<file path="src/rtl/jsu_pkg.sv">
package jsu_pkg;

    localparam logic [1:0] PH_IDLE   = 2'd0;
    localparam logic [1:0] PH_BODY   = 2'd1;
    localparam logic [1:0] PH_ESCAPE = 2'd2;
    localparam logic [1:0] PH_UNI    = 2'd3;

    localparam logic [1:0] KIND_DATA  = 2'd0;
    localparam logic [1:0] KIND_CLOSE = 2'd1;
    localparam logic [1:0] KIND_ERROR = 2'd2;

    localparam logic [2:0] ERR_NOT_STRING  = 3'd0;
    localparam logic [2:0] ERR_UNCLOSED    = 3'd1;
    localparam logic [2:0] ERR_ESCAPE_CUT  = 3'd2;
    localparam logic [2:0] ERR_UNICODE_CUT = 3'd3;
    localparam logic [2:0] ERR_BAD_HEX     = 3'd4;
    localparam logic [2:0] ERR_UNKNOWN_ESC = 3'd5;

    localparam logic [7:0] CH_QUOTE     = 8'h22;
    localparam logic [7:0] CH_BACKSLASH = 8'h5C;
    localparam logic [7:0] CH_SLASH     = 8'h2F;
    localparam logic [7:0] CH_SPACE     = 8'h20;
    localparam logic [7:0] CH_TAB       = 8'h09;
    localparam logic [7:0] CH_CR        = 8'h0D;
    localparam logic [7:0] CH_LF        = 8'h0A;
    localparam logic [7:0] CH_BS        = 8'h08;
    localparam logic [7:0] CH_FF        = 8'h0C;
    localparam logic [7:0] CH_N         = 8'h6E;
    localparam logic [7:0] CH_R         = 8'h72;
    localparam logic [7:0] CH_T         = 8'h74;
    localparam logic [7:0] CH_B         = 8'h62;
    localparam logic [7:0] CH_F         = 8'h66;
    localparam logic [7:0] CH_U         = 8'h75;

    localparam logic [15:0] CP_ONE_LIMIT = 16'h0080;
    localparam logic [15:0] CP_TWO_LIMIT = 16'h0800;
    localparam logic [7:0]  UTF_LEAD2    = 8'hC0;
    localparam logic [7:0]  UTF_LEAD3    = 8'hE0;
    localparam logic [7:0]  UTF_CONT     = 8'h80;
    localparam logic [7:0]  UTF_CONT_MASK = 8'h3F;

    localparam int GROUP_MAX = 3;

    typedef struct packed {
        logic [1:0] kind;
        logic [7:0] data;
        logic [2:0] err;
    } jsu_result_t;

    typedef struct packed {
        logic [1:0]                    count;
        jsu_result_t [GROUP_MAX-1:0]   res;
    } jsu_group_t;

    typedef struct packed {
        logic [1:0]  phase;
        logic [1:0]  digits;
        logic [15:0] code_point;
        logic        bad_hex;
    } jsu_state_t;

    function automatic jsu_result_t make_result(logic [1:0] kind, logic [7:0] data,
                                                logic [2:0] err);
        jsu_result_t r;
        r.kind = kind;
        r.data = data;
        r.err  = err;
        return r;
    endfunction

    function automatic logic [4:0] hex_value(logic [7:0] c);
        logic [4:0] v;
        v = 5'd16;
        if (c >= 8'h30 && c <= 8'h39) v = 5'(c - 8'h30);
        else if (c >= 8'h61 && c <= 8'h66) v = 5'(c - 8'h57);
        else if (c >= 8'h41 && c <= 8'h46) v = 5'(c - 8'h37);
        return v;
    endfunction

endpackage

</file>
<file path="src/rtl/json_string_unescape.sv">
// An accepted beat is held in the input register and decoded combinationally there; its
// results are loaded into the output buffer once it can take them and offered on the m_ side.
// Throughput: one input beat per cycle while each beat yields at most one result and
// m_ready is high. A \u escape yielding two or three UTF-8 bytes occupies the result port,
// holding the next result-producing beat until the escape's last byte is being taken.
// Reset (aresetn low, synchronous): decoder returns to idle, all buffers empty.
module json_string_unescape
    import jsu_pkg::*;
(
    input  logic       aclk,
    input  logic       aresetn,
    input  logic       s_valid,
    output logic       s_ready,
    input  logic [7:0] s_in_byte,
    input  logic       s_end_of_text,
    output logic       m_valid,
    input  logic       m_ready,
    output logic [1:0] m_kind,
    output logic [7:0] m_out_byte,
    output logic [2:0] m_error_code,
    output logic       m_last_of_run
);

    logic       in_valid_reg;
    logic [7:0] in_byte_reg;
    logic       in_eot_reg;
    jsu_state_t state_reg, state_next;
    jsu_group_t grp;
    logic       can_load;
    logic       fire;
    logic       load;

    assign fire    = in_valid_reg && (grp.count == 2'd0 || can_load);
    assign load    = fire && (grp.count != 2'd0);
    assign s_ready = !in_valid_reg || fire;

    jsu_decode u_decode (
        .st      (state_reg),
        .in_byte (in_byte_reg),
        .eot     (in_eot_reg),
        .nxt     (state_next),
        .grp     (grp)
    );

    jsu_outbuf u_outbuf (
        .aclk          (aclk),
        .aresetn       (aresetn),
        .load          (load),
        .grp           (grp),
        .can_load      (can_load),
        .m_valid       (m_valid),
        .m_ready       (m_ready),
        .m_kind        (m_kind),
        .m_out_byte    (m_out_byte),
        .m_error_code  (m_error_code),
        .m_last_of_run (m_last_of_run)
    );

    always_ff @(posedge aclk) begin
        if (!aresetn) begin
            in_valid_reg <= 1'b0;
            state_reg    <= '0;
        end else begin
            if (s_ready) begin
                in_valid_reg <= s_valid;
            end
            if (fire) begin
                state_reg <= state_next;
            end
        end
    end

    always_ff @(posedge aclk) begin
        if (s_ready && s_valid) begin
            in_byte_reg <= s_in_byte;
            in_eot_reg  <= s_end_of_text;
        end
    end

`ifndef SYNTH
    a_ready_when_empty: assert property (@(posedge aclk) disable iff (!aresetn)
        !in_valid_reg |-> s_ready)
        else $error("input register empty but not ready");

    a_multi_from_unicode: assert property (@(posedge aclk) disable iff (!aresetn)
        (fire && grp.count > 2'd1) |-> (state_reg.phase == PH_UNI))
        else $error("multi-byte group outside unicode escape");

    a_error_to_idle: assert property (@(posedge aclk) disable iff (!aresetn)
        (fire && grp.count != 2'd0 && grp.res[0].kind == KIND_ERROR)
        |=> (state_reg.phase == PH_IDLE))
        else $error("error did not return decoder to idle");

    a_load_shows: assert property (@(posedge aclk) disable iff (!aresetn)
        load |=> m_valid)
        else $error("loaded group not offered");
`endif

endmodule

</file>
<file path="src/rtl/jsu_decode.sv">
module jsu_decode
    import jsu_pkg::*;
(
    input  jsu_state_t st,
    input  logic [7:0] in_byte,
    input  logic       eot,
    output jsu_state_t nxt,
    output jsu_group_t grp
);

    logic [4:0]  hv;
    logic        is_hex;
    logic [15:0] cp_new;

    assign hv     = hex_value(in_byte);
    assign is_hex = !hv[4];
    assign cp_new = {st.code_point[11:0], is_hex ? hv[3:0] : 4'h0};

    always_comb begin
        nxt = st;
        grp = '0;
        unique case (st.phase)
            PH_IDLE: begin
                if (eot) begin
                    grp.count  = 2'd1;
                    grp.res[0] = make_result(KIND_ERROR, 8'h00, ERR_NOT_STRING);
                end else if (in_byte == CH_SPACE || in_byte == CH_TAB ||
                             in_byte == CH_CR || in_byte == CH_LF) begin
                    grp.count = 2'd0;
                end else if (in_byte == CH_QUOTE) begin
                    nxt.phase = PH_BODY;
                end else begin
                    grp.count  = 2'd1;
                    grp.res[0] = make_result(KIND_ERROR, 8'h00, ERR_NOT_STRING);
                end
            end
            PH_BODY: begin
                if (eot) begin
                    nxt.phase  = PH_IDLE;
                    grp.count  = 2'd1;
                    grp.res[0] = make_result(KIND_ERROR, 8'h00, ERR_UNCLOSED);
                end else if (in_byte == CH_QUOTE) begin
                    nxt.phase  = PH_IDLE;
                    grp.count  = 2'd1;
                    grp.res[0] = make_result(KIND_CLOSE, 8'h00, 3'd0);
                end else if (in_byte == CH_BACKSLASH) begin
                    nxt.phase = PH_ESCAPE;
                end else begin
                    grp.count  = 2'd1;
                    grp.res[0] = make_result(KIND_DATA, in_byte, 3'd0);
                end
            end
            PH_ESCAPE: begin
                if (eot) begin
                    nxt.phase  = PH_IDLE;
                    grp.count  = 2'd1;
                    grp.res[0] = make_result(KIND_ERROR, 8'h00, ERR_ESCAPE_CUT);
                end else begin
                    nxt.phase = PH_BODY;
                    grp.count = 2'd1;
                    case (in_byte)
                        CH_QUOTE:     grp.res[0] = make_result(KIND_DATA, CH_QUOTE, 3'd0);
                        CH_BACKSLASH: grp.res[0] = make_result(KIND_DATA, CH_BACKSLASH, 3'd0);
                        CH_SLASH:     grp.res[0] = make_result(KIND_DATA, CH_SLASH, 3'd0);
                        CH_N:         grp.res[0] = make_result(KIND_DATA, CH_LF, 3'd0);
                        CH_R:         grp.res[0] = make_result(KIND_DATA, CH_CR, 3'd0);
                        CH_T:         grp.res[0] = make_result(KIND_DATA, CH_TAB, 3'd0);
                        CH_B:         grp.res[0] = make_result(KIND_DATA, CH_BS, 3'd0);
                        CH_F:         grp.res[0] = make_result(KIND_DATA, CH_FF, 3'd0);
                        CH_U: begin
                            nxt.phase      = PH_UNI;
                            nxt.digits     = 2'd0;
                            nxt.code_point = 16'h0000;
                            nxt.bad_hex    = 1'b0;
                            grp.count      = 2'd0;
                        end
                        default: begin
                            nxt.phase  = PH_IDLE;
                            grp.res[0] = make_result(KIND_ERROR, 8'h00, ERR_UNKNOWN_ESC);
                        end
                    endcase
                end
            end
            default: begin
                if (eot) begin
                    nxt.phase  = PH_IDLE;
                    grp.count  = 2'd1;
                    grp.res[0] = make_result(KIND_ERROR, 8'h00, ERR_UNICODE_CUT);
                end else if (st.digits != 2'd3) begin
                    nxt.code_point = cp_new;
                    nxt.digits     = st.digits + 2'd1;
                    nxt.bad_hex    = st.bad_hex | !is_hex;
                end else begin
                    nxt.code_point = cp_new;
                    nxt.digits     = 2'd0;
                    if (st.bad_hex || !is_hex) begin
                        nxt.bad_hex = 1'b0;
                        nxt.phase   = PH_IDLE;
                        grp.count   = 2'd1;
                        grp.res[0]  = make_result(KIND_ERROR, 8'h00, ERR_BAD_HEX);
                    end else begin
                        nxt.phase = PH_BODY;
                        if (cp_new < CP_ONE_LIMIT) begin
                            grp.count  = 2'd1;
                            grp.res[0] = make_result(KIND_DATA, cp_new[7:0], 3'd0);
                        end else if (cp_new < CP_TWO_LIMIT) begin
                            grp.count  = 2'd2;
                            grp.res[0] = make_result(KIND_DATA,
                                UTF_LEAD2 | {3'b000, cp_new[10:6]}, 3'd0);
                            grp.res[1] = make_result(KIND_DATA,
                                UTF_CONT | (cp_new[7:0] & UTF_CONT_MASK), 3'd0);
                        end else begin
                            grp.count  = 2'd3;
                            grp.res[0] = make_result(KIND_DATA,
                                UTF_LEAD3 | {4'h0, cp_new[15:12]}, 3'd0);
                            grp.res[1] = make_result(KIND_DATA,
                                UTF_CONT | (cp_new[13:6] & UTF_CONT_MASK), 3'd0);
                            grp.res[2] = make_result(KIND_DATA,
                                UTF_CONT | (cp_new[7:0] & UTF_CONT_MASK), 3'd0);
                        end
                    end
                end
            end
        endcase
    end

endmodule

</file>
<file path="src/rtl/jsu_outbuf.sv">
module jsu_outbuf
    import jsu_pkg::*;
(
    input  logic       aclk,
    input  logic       aresetn,
    input  logic       load,
    input  jsu_group_t grp,
    output logic       can_load,
    output logic       m_valid,
    input  logic       m_ready,
    output logic [1:0] m_kind,
    output logic [7:0] m_out_byte,
    output logic [2:0] m_error_code,
    output logic       m_last_of_run
);

    logic [1:0]  cnt_reg, cnt_next;
    logic [1:0]  ptr_reg, ptr_next;
    jsu_result_t res_reg [GROUP_MAX];
    jsu_result_t head;
    logic        pop;

    assign m_valid  = (cnt_reg != 2'd0);
    assign pop      = m_valid && m_ready;
    assign can_load = (cnt_reg == 2'd0) || (cnt_reg == 2'd1 && m_ready);
    assign head     = res_reg[ptr_reg];

    assign m_kind        = head.kind;
    assign m_out_byte    = head.data;
    assign m_error_code  = head.err;
    assign m_last_of_run = (cnt_reg == 2'd1);

    always_comb begin
        cnt_next = cnt_reg;
        ptr_next = ptr_reg;
        if (load) begin
            cnt_next = grp.count;
            ptr_next = 2'd0;
        end else if (pop) begin
            cnt_next = cnt_reg - 2'd1;
            ptr_next = ptr_reg + 2'd1;
        end
    end

    always_ff @(posedge aclk) begin
        if (!aresetn) begin
            cnt_reg <= 2'd0;
            ptr_reg <= 2'd0;
        end else begin
            cnt_reg <= cnt_next;
            ptr_reg <= ptr_next;
        end
    end

    always_ff @(posedge aclk) begin
        if (load) begin
            for (int i = 0; i < GROUP_MAX; i++) begin
                res_reg[i] <= grp.res[i];
            end
        end
    end

endmodule

</file>
<file path="config.mk">
export PLATFORM = sky130hd
export DESIGN_NAME = json_string_unescape
export DESIGN_NICKNAME = d
export VERILOG_FILES = /design/src/rtl/jsu_pkg.sv /design/src/rtl/json_string_unescape.sv /design/src/rtl/jsu_decode.sv /design/src/rtl/jsu_outbuf.sv
export SDC_FILE = /design/constraint.sdc
export NUM_CORES = 1
export LEC_CHECK = 0
export ABC_CLOCK_PERIOD_IN_PS = 3600
export BUFFER_PORTS_ARGS = -buffer_cell sky130_fd_sc_hd__buf_2
export CORE_AREA = 2 2 128 99
export DETAILED_ROUTE_END_ITERATION = 10
export DIE_AREA = 0 0 130 101
export SYNTH_ARGS = -nofsm -noshare
export SYNTH_HDL_FRONTEND = slang
export SYNTH_SLANG_ARGS = --single-unit
</file>
<file path="constraint.sdc">
create_clock -name aclk -period 3.6 [get_ports aclk]
set_clock_uncertainty 0.2 [all_clocks]
set_input_delay 0.72 -clock aclk [delete_from_list [all_inputs] [get_ports aclk]]
set_output_delay 0.72 -clock aclk [all_outputs]
set_load 0.02 [all_outputs]
</file>
==> flow_metrics.env, run 1 <==
export IMPL_outcome="finished clean"
export IMPL_cp_max_fo=4
export IMPL_ctsRootBufferMaster="clkbuf_16"
export IMPL_drv_cap=0
export IMPL_syn2layout_area_growth_pct=19.6
export IMPL_clk_pin_slew_ps=50
export IMPL_p_per_area_mw_per_mm2=505
export IMPL_fin_setup_tns_ps=0
export IMPL_max_stage_delay_ps=620
export IMPL_p_leak_nw=1.46
export IMPL_ys_flop_type="edfxtp_1"
export IMPL_crit_required_ps=2680
export IMPL_place_congestion=0.988
export IMPL_drt_initial_drc_count=319
export IMPL_path_class="register to output pin"
export IMPL_synth_fp_nets=395
export IMPL_cts_sinks=60
export IMPL_holdBufCountCts=0
export IMPL_min_delay_start="state_reg[18]$_SDFFE_PN0P_"
export IMPL_largest_reg_flops=27
export IMPL_fin_ws_ps=177
export IMPL_cp_top_family="simple AND/OR/NAND/NOR gates"
export IMPL_grt_overflow=0
export IMPL_cp_slowest_cell="or4b_1"
export IMPL_ys_seq_elements=60
export IMPL_grt_pass1_wl_um=15100
export IMPL_synthDistinctLibCells=57
export IMPL_nNetsFinal=428
export IMPL_slew_headroom=0.316
export IMPL_hpwl_um=6850
export IMPL_async_flop_share=0
export IMPL_instances_no_fill=575
export IMPL_routed_via_density=5.24
export IMPL_fmax_mhz=292
export IMPL_path_cells="or4b_1, o41ai_4, o21ai_1, o21a_1, and3_1, inv_1, buf_2"
export IMPL_startpoint="in_byte_reg[7]$_DFFE_PP_"
export IMPL_grt_max_degree=28
export IMPL_max_slew_worst_pin_slew_ps=1020
export IMPL_routed_wl_um=9360
export IMPL_p_total_mw=2.09
export IMPL_dp_cells=554
export IMPL_rows=35
export IMPL_seq_area_frac_synth=0.450
export IMPL_critPathCaptureType="output pin"
export IMPL_cts_buffers=9
export IMPL_die_w_um=130
export IMPL_clk_path_buf_depth=2
export IMPL_n_antenna_cell=0
export IMPL_postSynthCellCount=371
export IMPL_r2r_start="in_byte_reg[7]$_DFFE_PP_"
export IMPL_design_die_area_sq_mm=0.0131
export IMPL_drive_gt1_frac=0.174
export IMPL_rsz0062_at_grt="no"
export IMPL_ant_nets=0
export IMPL_clk_latency_ps=340
export IMPL_start_kind="register"
export IMPL_hp_class="register to register"
export IMPL_htree_levels=3
export IMPL_antenna_found_initial=1
export IMPL_die_y_um=101
export IMPL_wire_per_inst_um=16.3
export IMPL_start_util=0.290
export IMPL_grt_pass1_vias=2751
export IMPL_synth_enable_flop_cells=36
export IMPL_fin_crit_sh=0.951
export IMPL_top_level_ports=29
export IMPL_vias=3012
export IMPL_avgSynthCellArea_sq_um=9.35
export IMPL_port_buffers=28
export IMPL_yosysWarnings=0
export IMPL_cts_tree="yes"
export IMPL_crit_arrival_ps=2500
export IMPL_pre_cts_slack_ps=313
export IMPL_grt_total_usage=0.153
export IMPL_worst_path_buf_inv=2
export IMPL_netlist_area_sq_mm=0.00347
export IMPL_final_util=0.347
export IMPL_slew_violations=0
export IMPL_peakVddDrop_v=0.000286
export IMPL_setup_violations=0
export IMPL_drc=0
export IMPL_period_minus_slack_ps=3420
export IMPL_core_area_sq_mm=0.0120
export IMPL_first_pass_iters=5
export IMPL_finalHoldViolCount=0
Yosys cell counts, types with 3 or more instances:
cell       n  area share
a22oi_1    6       0.013
nand2_1   33       0.036
ha_1      11       0.040
nor3_1     7       0.010
or4b_1     3      0.0087
nor2_1    21       0.023
a21o_1     4      0.0087
a21oi_1   28       0.040
nand4_1   12       0.022
mux2i_1   10       0.029
buf_2      4      0.0058
clkbuf_1  16       0.017
and2_1    13       0.023
o22ai_1    3      0.0054
inv_1     16       0.017
edfxtp_1  36        0.31
o211ai_1   3      0.0065
or2_2      4      0.0072
nand4b_1   3      0.0076
o21ai_0   38       0.055
o21a_1     8       0.017
nor2b_1    4      0.0072
dfxtp_1   24        0.14
nand3_1    7       0.010
a211oi_1   5       0.011
nor4_1     7       0.013
o31ai_1    4      0.0087
or4_1      3      0.0065
worst paths after layout:
path	endpoint	slack (ps)	depth (start not counted)
min	state_reg[18]$_SDFFE_PN0P_	280	2
max reg2reg	u_outbuf.cnt_reg[0]$_SDFFE_PN0P_	480	7
max	s_ready	180	7
min reg2reg	state_reg[18]$_SDFFE_PN0P_	280	2
area by class of cell:
type	instances	area, sq um
sequential	60	1560
fill	1221	7810
multi-input combinational	273	1760
clock buffer	9	225
inverter	17	63.8
tap	166	208
clock inverter	7	75.1
timing repair buffer	43	253
routing by layer:
metal / share of wire / GRT usage / vias to the layer above / wire length (um)
met2: 0.39 / 0.193 / 132 / 3620
met5: 0.0017 / 0 / - / 16
met1: 0.51 / 0.237 / 1406 / 4800
met3: 0.090 / 0.0520 / 12 / 839
li1: - / - / 1460 / -
met4: 0.0091 / 0.0463 / 2 / 85
tightest hold or removal path: cells and delay by family, from the launching register on:
kind | cells | cell delay [ps]
flip-flops | 1 | 310
AO/OA/AOI/OAI | 2 | 130
repair_timing:
action | in CTS | in global routing
buffers inserted | 3 | 2
setup endpoints to repair | 1 | 1
pin swaps | 0 | 1
gates resized for setup | 0 | 3
cells by family (layout without fill, tap and decap cells):
family / Yosys count / count (layout) / share of synthesized area
AOI/OAI and AO/OA: 122 / 122 / 0.234
xor gates and xnor gates: 3 / 3 / 0.00758
adders and majority gates: 11 / 11 / 0.0397
buffers and inverters: 38 / 76 / 0.0447
DFF: 60 / 60 / 0.450
muxes: 10 / 10 / 0.0289
and+or+nand+nor: 127 / 127 / 0.195
stage by stage:
step	hold slack, ps	cell area (sq um)
5_1_grt	317	4150
4_1_cts	293	4120
6_report	284	4150
3_5_place_dp	286	3800
2_1_floorplan	254	3470
3_3_place_gp	267	3800
power breakdown:
group	internal [mW]	switching [mW]
combinational	0.139	0.247
sequential	0.797	0.0424
clock	0.538	0.330
cells in the final DEF (no fill, tap or decap), types with 3 or more instances in the layout:
cell,netlist,routed
mux2i_1,10,10
nor2b_1,4,4
a211oi_1,5,5
nand4_1,12,12
a21oi_1,28,28
clkbuf_16,0,9
o21ai_1,2,3
dfxtp_1,24,24
nor2_1,21,21
o21ai_0,38,37
nand4b_1,3,3
ha_1,11,10
or4b_1,3,3
nand3_1,7,7
buf_4,0,15
a21o_1,4,4
or2_2,4,4
edfxtp_1,36,36
clkinv_4,0,3
o21a_1,8,8
nor4_1,7,7
inv_1,16,16
o31ai_1,4,4
or4_1,3,3
nor3_1,7,7
o211ai_1,3,3
and2_1,13,13
a22oi_1,6,6
nand2_1,33,33
buf_2,4,28
(Power assumes the default switching activity.)
==> run 2: changes to the inputs <==
==> constraint.sdc (replaced) <==
create_clock -name aclk -period 3.6 [get_ports aclk]
set_clock_uncertainty 0.2 [all_clocks]
set_input_delay 0.36 -clock aclk [delete_from_list [all_inputs] [get_ports aclk]]
set_output_delay 0.36 -clock aclk [all_outputs]
set_load 0.02 [all_outputs]
==> run 2 against run 1 <==
  * Routed wire length about the same
  * Worst setup slack improved by 61 ps
  * Critical path depth unchanged
  * Global-route usage increased by 0.050 points
  * Final cell count unchanged
  * Clock power decreased by 2.9%
  * First-iteration DRC count increased by 7.2%
  * Sequential power increased by 1%
  * Sequential share of layout area decreased by 0.14 points
  * Utilization increased by 0.13 points
  * Sequential cell count unchanged
  * Register-to-register slack got worse by 20 ps
  * Critical endpoint unchanged
  * Highest routed layer is now met4
==> flow_metrics.env, run 2 (same netlist as run 1, synthesis figures left out) <==
export IMPL_outcome="finished clean"
export IMPL_worstHoldEndpoint="in_byte_reg[3]$_DFFE_PP_"
export IMPL_grt_total_usage=0.153
export IMPL_vias=2971
export IMPL_final_cell_mix="o21ai_0 (38), edfxtp_1 (36), nand2_1 (33), a21oi_1 (28), buf_2 (28)"
export IMPL_wirelength_met1_um=4790
export IMPL_finalHoldViolCount=0
export IMPL_rows=35
export IMPL_die_w_um=130
export IMPL_design_die_area_sq_mm=0.0131
export IMPL_r2r_setup_slack_ps=460
export IMPL_reg2reg_depth=8
export IMPL_hold_path_depth=1
export IMPL_path_cells="or4b_1, o41ai_4, o21ai_0, o21a_1, and3_1, inv_1, buf_2"
export IMPL_ctsRootBufferMaster="clkbuf_16"
export IMPL_fin_setup_tns_ps=0
export IMPL_clk_path_buf_depth=2
export IMPL_setup_violations=0
export IMPL_wl_met2_um=3620
export IMPL_max_slew_worst_pin_slew_ps=1010
export IMPL_placed_area_sq_mm=0.00380
export IMPL_slew_violations=0
export IMPL_drv_cap=0
export IMPL_start_util=0.290
export IMPL_cp_slowest_cell="or4b_1"
export IMPL_core_area_sq_mm=0.0120
export IMPL_cts_tree="yes"
export IMPL_path_class="register to output pin"
export IMPL_final_util=0.348
export IMPL_met3_length_um=833
export IMPL_drc=0
export IMPL_r2r_start="in_byte_reg[1]$_DFFE_PP_"
export IMPL_fmax_mhz=297
export IMPL_routed_via_density=5.17
export IMPL_crit_arrival_ps=2800
export IMPL_grt_overflow=0
export IMPL_cp_max_fo=9
export IMPL_syn2layout_area_growth_pct=20.0
export IMPL_cts_buffers=9
export IMPL_hpwl_um=6950
export IMPL_ant_nets=0
export IMPL_slew_headroom=0.324
export IMPL_final_common_cell="o21ai_0"
export IMPL_antenna_found_initial=0
export IMPL_crit_required_ps=3040
export IMPL_top_layer_used="met4"
export IMPL_fin_crit_sh=0.934
export IMPL_first_pass_iters=5
export IMPL_drt_initial_drc_count=342
export IMPL_routed_wl_um=9360
export IMPL_grt_pass1_wl_um=15100
export IMPL_p_leak_nw=1.46
export IMPL_top_level_ports=29
export IMPL_peakVddDrop_v=0.000238
export IMPL_cts_resized=0
export IMPL_rsz0062_at_grt="no"
export IMPL_grt_pass1_vias=2693
export IMPL_die_y_um=101
export IMPL_n_antenna_cell=0
export IMPL_period_minus_slack_ps=3360
export IMPL_nNetsFinal=428
export IMPL_cts_post_setup_buffers_inserted=0
export IMPL_final_area_sq_mm=0.00416
export IMPL_critPathCaptureType="output pin"
export IMPL_largest_reg_flops=27
export IMPL_min_delay_start="s_in_byte[3]"
export IMPL_drive_gt1_frac=0.149
export IMPL_clk_pin_slew_ps=50
export IMPL_htree_levels=3
export IMPL_hp_class="input pin to register"
export IMPL_place_congestion=0.914
export IMPL_wire_per_inst_um=16.3
export IMPL_port_buffers=28
export IMPL_grt_max_degree=29
export IMPL_r2r_end="u_outbuf.cnt_reg[0]$_SDFFE_PN0P_"
export IMPL_start_kind="register"
export IMPL_max_stage_delay_ps=720
export IMPL_p_per_area_mw_per_mm2=498
export IMPL_cts_sinks=60
export IMPL_clk_latency_ps=330
## run 2: power breakdown
part | leakage, nW | switching [mW] | internal (mW) | total (mW)
Clock | 0.142 | 0.309 | 0.535 | 0.844
Sequential | 0.535 | 0.0500 | 0.797 | 0.847
Combinational | 0.782 | 0.240 | 0.141 | 0.381
Total | 1.46 | 0.599 | 1.47 | 2.07
## run 2: repair_timing
action	CTS	global route
hold buffers	6	1
hold endpoints to repair	6	1
endpoints found under the setup margin	0	0
## run 2: metal layers
metal | vias to the layer above | global-route usage
met4 | 0 | 0.0471
met3 | 12 | 0.0451
met1 | 1374 | 0.237
met2 | 131 | 0.201
li1 | 1454 | -
met5 | - | 0
## run 2: area by class of cell
class,instances,area (sq um)
Timing Repair Buffer,43,283
Sequential cell,60,1560
Multi-Input combinational cell,273,1750
Clock buffer,10,229
Inverter,17,63.8
Clock inverter,6,65.1
Fill cell,1225,7790
Tap cell,166,208
## run 2: worst max path at each step
| stage | start | end | slack [ps] |
|---|---|---|---|
| detailed placement | in_byte_reg[7]$_DFFE_PP_ | in_byte_reg[6]$_DFFE_PP_ | 560 |
| global route | in_byte_reg[7]$_DFFE_PP_ | s_ready | 100 |
| CTS | in_byte_reg[7]$_DFFE_PP_ | s_ready | 250 |
| global placement | in_byte_reg[1]$_DFFE_PP_ | u_outbuf.cnt_reg[0]$_SDFFE_PN0P_ | 520 |
| finish | in_byte_reg[7]$_DFFE_PP_ | s_ready | 240 |
| floorplan | in_byte_reg[4]$_DFFE_PP_ | in_byte_reg[0]$_DFFE_PP_ | 550 |
## run 2: worst max-delay path: cells and delay by family (launching register included)
kind            cells  cell delay, ps
simple gates        2             930
flops               1             480
buf+inv             2             200
compound gates      3             850
## run 2: per-stage QoR
stage / std cells / total power, mW / hold WS, ps / setup WS (ps)
after CTS: 574 / 2.09 / 2.92 / 249
after global routing: 575 / 2.17 / 3.65 / 101
after detailed placement: 552 / 1.24 / 285 / 556
final: 575 / 2.07 / 17.5 / 238
after floorplan: 371 / 1.11 / 254 / 554
after global placement: 552 / 1.23 / 264 / 520
==> run 3: changes to the inputs <==
--- a/config.mk
+++ b/config.mk
@@ -7,7 +7,8 @@
 export LEC_CHECK = 0
+export ABC_AREA = 1
 export ABC_CLOCK_PERIOD_IN_PS = 3600
 export BUFFER_PORTS_ARGS = -buffer_cell sky130_fd_sc_hd__buf_2
-export CORE_AREA = 2 2 128 99
+export CORE_AREA = 2 2 131 101
 export DETAILED_ROUTE_END_ITERATION = 10
-export DIE_AREA = 0 0 130 101
+export DIE_AREA = 0 0 133 103
 export SYNTH_ARGS = -nofsm -noshare
--- a/constraint.sdc
+++ b/constraint.sdc
@@ -4,2 +4,2 @@
 set_output_delay 0.36 -clock aclk [all_outputs]
-set_load 0.02 [all_outputs]
+set_load 0.01 [all_outputs]
==> run 3 against run 2 <==
  * First-iteration DRC count rose by 0.29%
  * Via count increased by 9.6%
  * Critical path depth grew 6
  * Worst setup slack better by 440 ps
  * Final cell count is 17% higher
  * Clock power rose by 0.8%
  * Highest routed layer unchanged
  * Final area rose by 1.5%
  * Clock-buffer cell count fell by 1
  * Power rose by 10%
==> flow_metrics.env, run 3 <==
export IMPL_final_cell_mix="nand2_1 (85), nor2_1 (78), inv_1 (55), a21oi_1 (42), edfxtp_1 (36)"
export IMPL_fmax_mhz=342
export IMPL_rows=36
export IMPL_setup_violations=0
export IMPL_drive_gt1_frac=0.159
export IMPL_drv_cap=0
export IMPL_reg2reg_depth=13
export IMPL_vias=3255
export IMPL_wire_per_inst_um=13.9
export IMPL_worstHoldEndpoint="in_byte_reg[6]$_DFFE_PP_"
export IMPL_grt_overflow=0
export IMPL_crit_required_ps=3390
export IMPL_async_flop_share=0
export IMPL_synth_common_cells="nand2_1 (85), nor2_1 (78), inv_1 (55)"
export IMPL_critPathCaptureType="register"
export IMPL_htree_levels=3
export IMPL_cts_sinks=60
export IMPL_cts_post_setup_buffers_inserted=0
export IMPL_max_slew_worst_pin_slew_ps=667
export IMPL_r2r_end="u_outbuf.res_reg[0][7]$_DFFE_PP_"
export IMPL_slew_violations=0
export IMPL_ant_nets=0
export IMPL_p_leak_nw=1.72
export IMPL_die_y_um=103
export IMPL_cts_buffers=9
export IMPL_synthDistinctLibCells=38
export IMPL_avgSynthCellArea_sq_um=7.76
export IMPL_yosysMostFrequentCell="nand2_1"
export IMPL_first_pass_iters=5
export IMPL_drt_initial_drc_count=343
export IMPL_routed_wl_um=9330
export IMPL_grt_pass1_wl_um=15500
export IMPL_drc=0
export IMPL_cts_resized=0
export IMPL_port_buffers=28
export IMPL_start_util=0.289
export IMPL_grt_pass1_vias=3021
export IMPL_ys_seq_elements=60
export IMPL_antenna_found_initial=0
export IMPL_cp_max_fo=27
export IMPL_place_congestion=0.905
export IMPL_final_area_sq_mm=0.00422
export IMPL_hpwl_um=7150
export IMPL_r2r_setup_slack_ps=670
export IMPL_hold_path_depth=1
export IMPL_synth_top_area_frac=0.298
export IMPL_p_per_area_mw_per_mm2=541
export IMPL_r2r_start="in_byte_reg[0]$_DFFE_PP_"
export IMPL_die_w_um=133
export IMPL_postSynthCellCount=468
export IMPL_rsz0062_at_grt="no"
export IMPL_finalHoldViolCount=0
export IMPL_cts_tree="yes"
export IMPL_min_delay_start="s_in_byte[6]"
export IMPL_hp_class="input pin to register"
export IMPL_netlist_area_sq_mm=0.00363
export IMPL_syn2layout_area_growth_pct=16.3
export IMPL_synth_fp_nets=492
export IMPL_routed_via_density=4.84
export IMPL_clk_latency_ps=330
export IMPL_fin_crit_sh=0.813
export IMPL_grt_total_usage=0.147
export IMPL_design_die_area_sq_mm=0.0137
export IMPL_fin_setup_tns_ps=0
export IMPL_ys_top_cells_by_area="edfxtp_1 (30%), dfxtp_1 (13%), nand2_1 (8.8%), nor2_1 (8.1%), a21oi_1 (5.8%)"
export IMPL_clk_path_buf_depth=2
export IMPL_outcome="finished clean"
export IMPL_final_common_cell="nand2_1"
export IMPL_slew_headroom=0.555
export IMPL_ctsRootBufferMaster="clkbuf_16"
export IMPL_synth_enable_flop_cells=36
export IMPL_core_area_sq_mm=0.0126
export IMPL_crit_arrival_ps=2710
export IMPL_start_kind="register"
export IMPL_n_antenna_cell=0
export IMPL_seq_area_frac_synth=0.430
export IMPL_yosysTopAreaCell="edfxtp_1"
export IMPL_placed_area_sq_mm=0.00389
export IMPL_largest_reg_flops=27
export IMPL_period_minus_slack_ps=2930
export IMPL_top_level_ports=29
export IMPL_nNetsFinal=521
export IMPL_ys_flop_type="edfxtp_1"
export IMPL_yosysWarnings=0
export IMPL_path_class="register to register"
export IMPL_grt_max_degree=28
export IMPL_clk_pin_slew_ps=50
export IMPL_peakVddDrop_v=0.000202
-- run 3: cell type report --
| cell class | instances | area (sq um) |
|---|---|---|
| Timing Repair Buffer | 34 | 193 |
| Clock buffer | 9 | 225 |
| Fill cell | 1338 | 8340 |
| Clock inverter | 7 | 75.1 |
| Multi-Input combinational cell | 329 | 1720 |
| Sequential cell | 60 | 1560 |
| Inverter | 63 | 236 |
| Tap cell | 171 | 214 |
-- run 3: worst max-delay path by stage --
stage                             startpoint                                    to  slack [ps]  cells past startpoint
floorplan           in_byte_reg[0]$_DFFE_PP_      u_outbuf.res_reg[0][0]$_DFFE_PP_         770                     12
global placement    in_byte_reg[0]$_DFFE_PP_      u_outbuf.res_reg[0][7]$_DFFE_PP_         760                     13
detailed placement  in_byte_reg[0]$_DFFE_PP_  u_outbuf.res_reg[1][8]$_SDFFCE_PP0P_         680                     13
CTS                 in_byte_reg[0]$_DFFE_PP_                               s_ready         660                     12
global route        in_byte_reg[0]$_DFFE_PP_      u_outbuf.res_reg[0][1]$_DFFE_PP_         330                     13
finish              in_byte_reg[0]$_DFFE_PP_      u_outbuf.res_reg[0][7]$_DFFE_PP_         670                     13
-- run 3: critical path: stages (launching register included) --
cell and delay, ps:
edfxtp_1 440, inv_1 170, ha_1 270, nand2_1 90, nand3_1 80, nand2_2 90
nand2_4 110, nand2_2 90, nor2_4 100, nand3_2 140, nand3_4 150, nand3_1 200
inv_1 100, buf_4 330
-- run 3: metrics by stage --
stage                     setup WS, ps  power [mW]  hold slack [ps]   util  cells
after floorplan                    772        1.34              240      -    468
after global placement             760        1.43              254  0.310    654
after detailed placement           681        1.44              260  0.310    654
after CTS                          659        2.30            0.643  0.336    673
after global routing               334        2.42             1.27  0.336    673
final                              673        2.28             13.2  0.336    673
-- run 3: logic make-up after synthesis --
logic type	synth area share
XOR/XNOR	0.00241
adder cells (fa/ha/maj)	0.0379
flip-flops	0.430
AO/OA/AOI/OAI	0.120
buffers and inverters	0.0971
AND/OR/NAND/NOR	0.313
-- run 3: timing repair --
action	in CTS	in global routing
hold endpoints to repair	3	0
setup endpoints to repair	0	0
hold buffers	3	0
-- run 3: layer usage --
metal / global-route usage / wire length, um / part of all wire / vias to the layer above
li1: - / - / - / 1621
met1: 0.217 / 4730 / 0.51 / 1467
met2: 0.207 / 3660 / 0.39 / 158
met3: 0.0374 / 836 / 0.090 / 9
met4: 0.0505 / 103 / 0.011 / 0
met5: 0 / 0 / 0 / -
-- run 3: power by group --
group          total, mW  switching (mW)  leakage, nW  internal (mW)
Combinational      0.546           0.372         1.03          0.173
Sequential         0.887          0.0532        0.536          0.833
Clock              0.851           0.313        0.150          0.538
Total               2.28           0.739         1.72           1.54
